**config.mk**
```make
export PLATFORM = sky130hd
export DESIGN_NAME = rpn_div
export DESIGN_NICKNAME = d
export VERILOG_FILES = /design/src/rtl/rpn_pkg.sv /design/src/rtl/rpn_div.sv
export SDC_FILE = /design/constraint.sdc
export NUM_CORES = 1
export LEC_CHECK = 0
export BUFFER_PORTS_ARGS = -buffer_cell sky130_fd_sc_hd__buf_4
export CAP_MARGIN = 10
export CELL_PAD_IN_SITES_DETAIL_PLACEMENT = 0
export CELL_PAD_IN_SITES_GLOBAL_PLACEMENT = 1
export CORE_MARGIN = 5
export CORE_UTILIZATION = 45
export DETAILED_ROUTE_END_ITERATION = 8
export GPL_TIMING_DRIVEN = 0
export MAX_ROUTING_LAYER = met4
export PLACE_DENSITY = 0.9
export SLEW_MARGIN = 15
export SYNTH_ARGS = -nofsm -noshare
export SYNTH_HDL_FRONTEND = slang
export SYNTH_SLANG_ARGS = --single-unit
```
**constraint.sdc**
```tcl
create_clock -name clk_i -period 3.9 [get_ports clk_i]
set_clock_uncertainty 0.15 [all_clocks]
set_input_delay 0.195 -clock clk_i [delete_from_list [all_inputs] [get_ports clk_i]]
set_output_delay 0.195 -clock clk_i [all_outputs]
set_load 0.005 [all_outputs]
```
**src/rtl/rpn_pkg.sv**
```systemverilog
package rpn_pkg;

  localparam int unsigned STACK_DEPTH = 256;
  localparam int unsigned ADDR_W      = $clog2(STACK_DEPTH);
  localparam int unsigned CNT_W       = $clog2(STACK_DEPTH + 1);
  localparam int unsigned DATA_W      = 32;
  localparam int unsigned CHAR_W      = 8;
  localparam int unsigned ERR_W       = 2;

  localparam logic [CHAR_W-1:0] CH_PLUS  = 8'h2B;
  localparam logic [CHAR_W-1:0] CH_MINUS = 8'h2D;
  localparam logic [CHAR_W-1:0] CH_MUL   = 8'h2A;
  localparam logic [CHAR_W-1:0] CH_DIV   = 8'h2F;
  localparam logic [CHAR_W-1:0] CH_DOT   = 8'h2E;
  localparam logic [CHAR_W-1:0] CH_SPACE = 8'h20;
  localparam logic [CHAR_W-1:0] CH_0     = 8'h30;
  localparam logic [CHAR_W-1:0] CH_9     = 8'h39;
  localparam logic [CHAR_W-1:0] CH_LF    = 8'h0A;
  localparam logic [DATA_W-1:0] RADIX    = 32'd10;

  localparam logic [ERR_W-1:0] ERR_NONE      = 2'd0;
  localparam logic [ERR_W-1:0] ERR_UNDERFLOW = 2'd1;
  localparam logic [ERR_W-1:0] ERR_OVERFLOW  = 2'd2;
  localparam logic [ERR_W-1:0] ERR_DIV_ZERO  = 2'd3;

  typedef struct packed {
    logic              start;
    logic [DATA_W-1:0] num;
    logic [DATA_W-1:0] den;
  } div_req_t;

  typedef struct packed {
    logic              done;
    logic [DATA_W-1:0] quot;
  } div_rsp_t;

endpackage

```
**src/rtl/rpn_div.sv**
```systemverilog
module rpn_div (
  input  logic              clk_i,
  input  logic              rst_ni,
  input  rpn_pkg::div_req_t req_i,
  output rpn_pkg::div_rsp_t rsp_o
);
  import rpn_pkg::*;

  localparam int unsigned STEP_W = $clog2(DATA_W);

  logic              busy_q, busy_d;
  logic              done_q, done_d;
  logic [STEP_W-1:0] step_q, step_d;
  logic [DATA_W-1:0] rem_q, rem_d;
  logic [DATA_W-1:0] quo_q, quo_d;
  logic [DATA_W-1:0] dm_q, dm_d;
  logic              neg_q, neg_d;
  logic [DATA_W:0]   rem_sh;

  always_comb begin
    busy_d = busy_q;
    done_d = 1'b0;
    step_d = step_q;
    rem_d  = rem_q;
    quo_d  = quo_q;
    dm_d   = dm_q;
    neg_d  = neg_q;
    rem_sh = {rem_q, quo_q[DATA_W-1]};
    if (req_i.start) begin
      busy_d = 1'b1;
      step_d = STEP_W'(DATA_W - 1);
      rem_d  = '0;
      quo_d  = req_i.num[DATA_W-1] ? (DATA_W'(0) - req_i.num) : req_i.num;
      dm_d   = req_i.den[DATA_W-1] ? (DATA_W'(0) - req_i.den) : req_i.den;
      neg_d  = req_i.num[DATA_W-1] ^ req_i.den[DATA_W-1];
    end else if (busy_q) begin
      // restoring step, one quotient bit per cycle
      if (rem_sh >= {1'b0, dm_q}) begin
        rem_d = DATA_W'(rem_sh - {1'b0, dm_q});
        quo_d = {quo_q[DATA_W-2:0], 1'b1};
      end else begin
        rem_d = rem_sh[DATA_W-1:0];
        quo_d = {quo_q[DATA_W-2:0], 1'b0};
      end
      step_d = step_q - STEP_W'(1);
      if (step_q == '0) begin
        busy_d = 1'b0;
        done_d = 1'b1;
      end
    end
  end

  always_ff @(posedge clk_i or negedge rst_ni) begin
    if (!rst_ni) begin
      busy_q <= 1'b0;
      done_q <= 1'b0;
      step_q <= '0;
    end else begin
      busy_q <= busy_d;
      done_q <= done_d;
      step_q <= step_d;
    end
  end

  always_ff @(posedge clk_i) begin
    rem_q <= rem_d;
    quo_q <= quo_d;
    dm_q  <= dm_d;
    neg_q <= neg_d;
  end

  assign rsp_o.done = done_q;
  assign rsp_o.quot = neg_q ? (DATA_W'(0) - quo_q) : quo_q;

  a_start_idle: assert property (@(posedge clk_i) disable iff (!rst_ni)
    req_i.start |-> !busy_q)
    else $error("divider started while busy");
  a_done_once: assert property (@(posedge clk_i) disable iff (!rst_ni)
    done_q |-> !busy_q)
    else $error("divider done while still busy");
  a_done_end: assert property (@(posedge clk_i) disable iff (!rst_ni)
    (busy_q && step_q == '0 && !req_i.start) |=> done_q)
    else $error("divider missed its done pulse");

endmodule

```
==> run_results.csv <==
group,metric,value,unit
placed_design,dp_hpwl,15480,µm
clock_tree,cts.path.max_buffers,2,
critical_path,cp-startpoint,"quo_q[4]",
yosys,post-synth-top-area-fraction,25.11,%
worst_hold_path,whs_path_depth,2,
yosys,synth_area,0.007774,mm²
die,row_count,48,
yosys,synth_edf_count,65,
worst_hold_path,hold_start,"req_i[18]",
routing,drt-total-wl,20420,µm
yosys,synthCells,889,
clock_tree,numClockSinks,104,
yosys,synthSimpleGateAreaFrac,18.45,%
yosys,netlist_top_cells_count,"nand2_1, nor2_1, xnor2_1",
yosys,async_flop_share,6.731,%
grt,grt_usage,20.81,%
placed_design,port_buffers,99,
clock_tree,tritoncts,"built",
grt,met3_usage,2.932,%
final_layout,drive_gt1_share,15.96,%
timing,worstMarginPinSlew,769.1,ps
grt,grt_max_degree,35,
critical_path,slowest_stage,"or4_4",
critical_path,cp_top_family,"simple AND/OR/NAND/NOR gates",
yosys,synth_compound_area_share,20.70,%
grt,grt_busiest_layer,"met2",
timing,worst_slack,-314.3,ps
die,die_area,0.02000,mm²
final_layout,antenna_cells,0,
critical_path,r2r_cells,12,
yosys,synth_area_leaders,"edfxtp_1, xnor2_1, dfxtp_1, ha_1, xor2_1",
routing,wl_per_cell,16.15,µm
timing,rsz0062_at_grt,"yes",
grt,overflow,0,
clock_tree,h-tree-depth,3,
yosys,synth_top_area_cell,"edfxtp_1",
routing,vias_per_cell,5.506,
critical_path,crit_path_end_kind,"output pin",
die,die_x,141.4,µm
yosys,synthFlopType,"edfxtp_1",
worst_hold_path,hold_class,"in -> reg",
grt,use_met1,28.03,%
critical_path,path_buf_inv,1,
clock_tree,path_clk_slew,70,ps
critical_path,arrival,3870,ps
routing,ant_nets,0,
critical_path,path_common_cell,"or4_4",
yosys,synth_area_per_cell,8.744,µm²
placed_design,dp_slack,-267.9,ps
critical_path,rr_startpoint,"dm_q[28]",
die,start_util,45.42,%
clock_tree,cts_made_buffers,9,
yosys,synthAdderAreaFrac,6.213,%
outcome,status,"finished with violations",
die,core,0.01712,mm²
yosys,synth_top_family_by_area,"compound AO/OA/AOI/OAI gates",
timing,relSlewSlack,48.72,%
clock_tree,clk_latency,360,ps
routing,route.vias.total,6965,
routing,drc,0,
yosys,synth_xor_area_share,13.18,%
yosys,ys_warn_count,0,
critical_path,max_stage_delay,550,ps
timing,setup_viol,6,
yosys,synthesis.nets,994,
die,die_h,141.4,µm
clock_tree,cts_root_buffer,"clkbuf_16",
grt,grt_pass1_wl,33040,µm
power,p_leak,3.785,nW
yosys,yosysUniqueCellTypes,69,
placed_design,place_congestion,0.9199,
critical_path,start_kind,"flip-flop",
grt,antenna_found_initial,0,
yosys,yosysSeqAreaShare,35.60,%
timing,timing.final.crit_share,108.1,%
power,p_total,3.060,mW
critical_path,crit_type,"reg -> out",
timing,final_hold_viol_count,0,
grt,grtUsageMet2,33.33,%
critical_path,crit_fanout,4,
outcome,violations,"negative setup slack",
timing,max_freq,237.3,MHz
critical_path,path_cells,"or4_4 -> nor4_4 -> nand2_2 -> or4_4 -> or3_4 -> or4_4 -> or4_4 -> o41ai_4 -> xnor2_1 -> buf_4",
grt,first_global_vias,6621,
yosys,synth.area.mux_share,1.062,%
critical_path,cp.required,3560,ps
final_layout,area_growth,22.36,%
power,powerDensity,321.7,mW/mm²
routing,drtIter0Drc,541,
critical_path,cp.depth,10,
run,cap_viol_max_count,0,
power,vdd_drop_max,0.2021,mV
timing,finalMaxSlewViolations,0,
yosys,ys_ff_latch,104,
yosys,yosysMostFrequentCell,"nand2_1",
timing,finalCriticalPeriod,4214,ps
final_layout,nets,1140,
die,ios,100,
routing,dr.pass1.iters,5,
==> layer usage <==
layer	share of wire, %	routed length (µm)
met3	6.2	1264
met5	0	0
met2	46	9411
met1	46	9458
met4	1.4	290
==> state kept, by name, summed over array words and instances, names as in the netlist <==
register  cells
dm_q         32
quo_q        32
rem_q        32
step_q        5
busy_q        1
done_q        1
neg_q         1
==> power by group <==
group	switching [mW]	internal [mW]
registers	0.0810	1.27
logic	0.356	0.361
clock network	0.414	0.578
==> repair_timing <==
| action | 4_1_cts | 5_1_grt |
|---|---|---|
| setup endpoints to repair | 34 | 34 |
| hold buffers | 22 | 0 |
| endpoints found under the hold margin | 29 | 0 |
| resized for setup | 7 | 11 |
| buffers inserted | 7 | 7 |
| pin swaps | 3 | 10 |
==> area by class of cell <==
cell class	count	area (µm²)
plain buffers	45	183.9
clock buffers	13	282.8
inverters	52	195.2
repair buffers	135	1069
flip-flops and latches	104	2768
fillers	1616	7605
multi-input cells	688	4687
well taps	225	281.5
clock inverters	3	45.04
==> cells by family after synthesis <==
family / count (synthesis)
XOR/XNOR: 117
AND/OR/NAND/NOR: 284
multiplexers: 8
buffers and inverters: 97
flip-flops: 104
adder cells (fa/ha/maj): 38
AO/OA/AOI/OAI: 241
==> layout by cell type (no fill, tap or decap), drive strengths merged, types with 5 or more instances in the layout <==
cell type	count
nor2	82
xnor2	75
dfxtp	32
clkbuf	50
or4	23
nor2b	6
a21oi	62
xor2	42
o21ai	56
a21boi	5
a211oi	10
nor3	9
ha	37
nand2	84
buf	121
inv	53
o41ai	13
o31ai	26
a31oi	5
dfrtp	7
dlygate4sd3	22
edfxtp	65
or3	17
mux2i	6
nand3b	7
nand2b	15
a21o	16
nand3	9
nor4	7
nand4	7
a311oi	19
==> through the flow <==
step / hold WS (ps) / cell area, µm² / utilization [%] / std cells / TNS [ps]
after floorplan: -250.6 / 7774 / - / 889 / 0
after global placement: -132.9 / 8798 / 51.40 / 1213 / -2179
after detailed placement: -133.1 / 8798 / 51.40 / 1213 / -3509
after CTS: 1.720 / 9430 / 55.10 / 1258 / -1487
after global routing: 16.38 / 9512 / 55.57 / 1265 / -2403
final: 3.635 / 9512 / 55.57 / 1265 / -1660
==> path summary, 6_finish.rpt <==
check                       endpoint  slack [ps]
hold / removal              dm_q[18]           4
hold reg to reg             rem_q[3]         360
max in group asynchronous  step_q[2]        3440
min in group asynchronous  step_q[1]          30
setup / recovery           rsp_o[29]        -310
setup reg to reg           rem_q[31]         320
==> worst reg2reg max path, stage by stage (launching register included) <==
cell       delay (ps)
edfxtp_1          320
inv_1              40
ha_1              260
clkbuf_1          290
nand4_1           310
nor4_1            450
nand3_1           200
a31oi_1           270
o2bb2ai_1         150
a21oi_2           290
clkbuf_2          350
nand3_1           150
a311oi_1          260
Note: power is estimated with default switching activity, not from simulation.
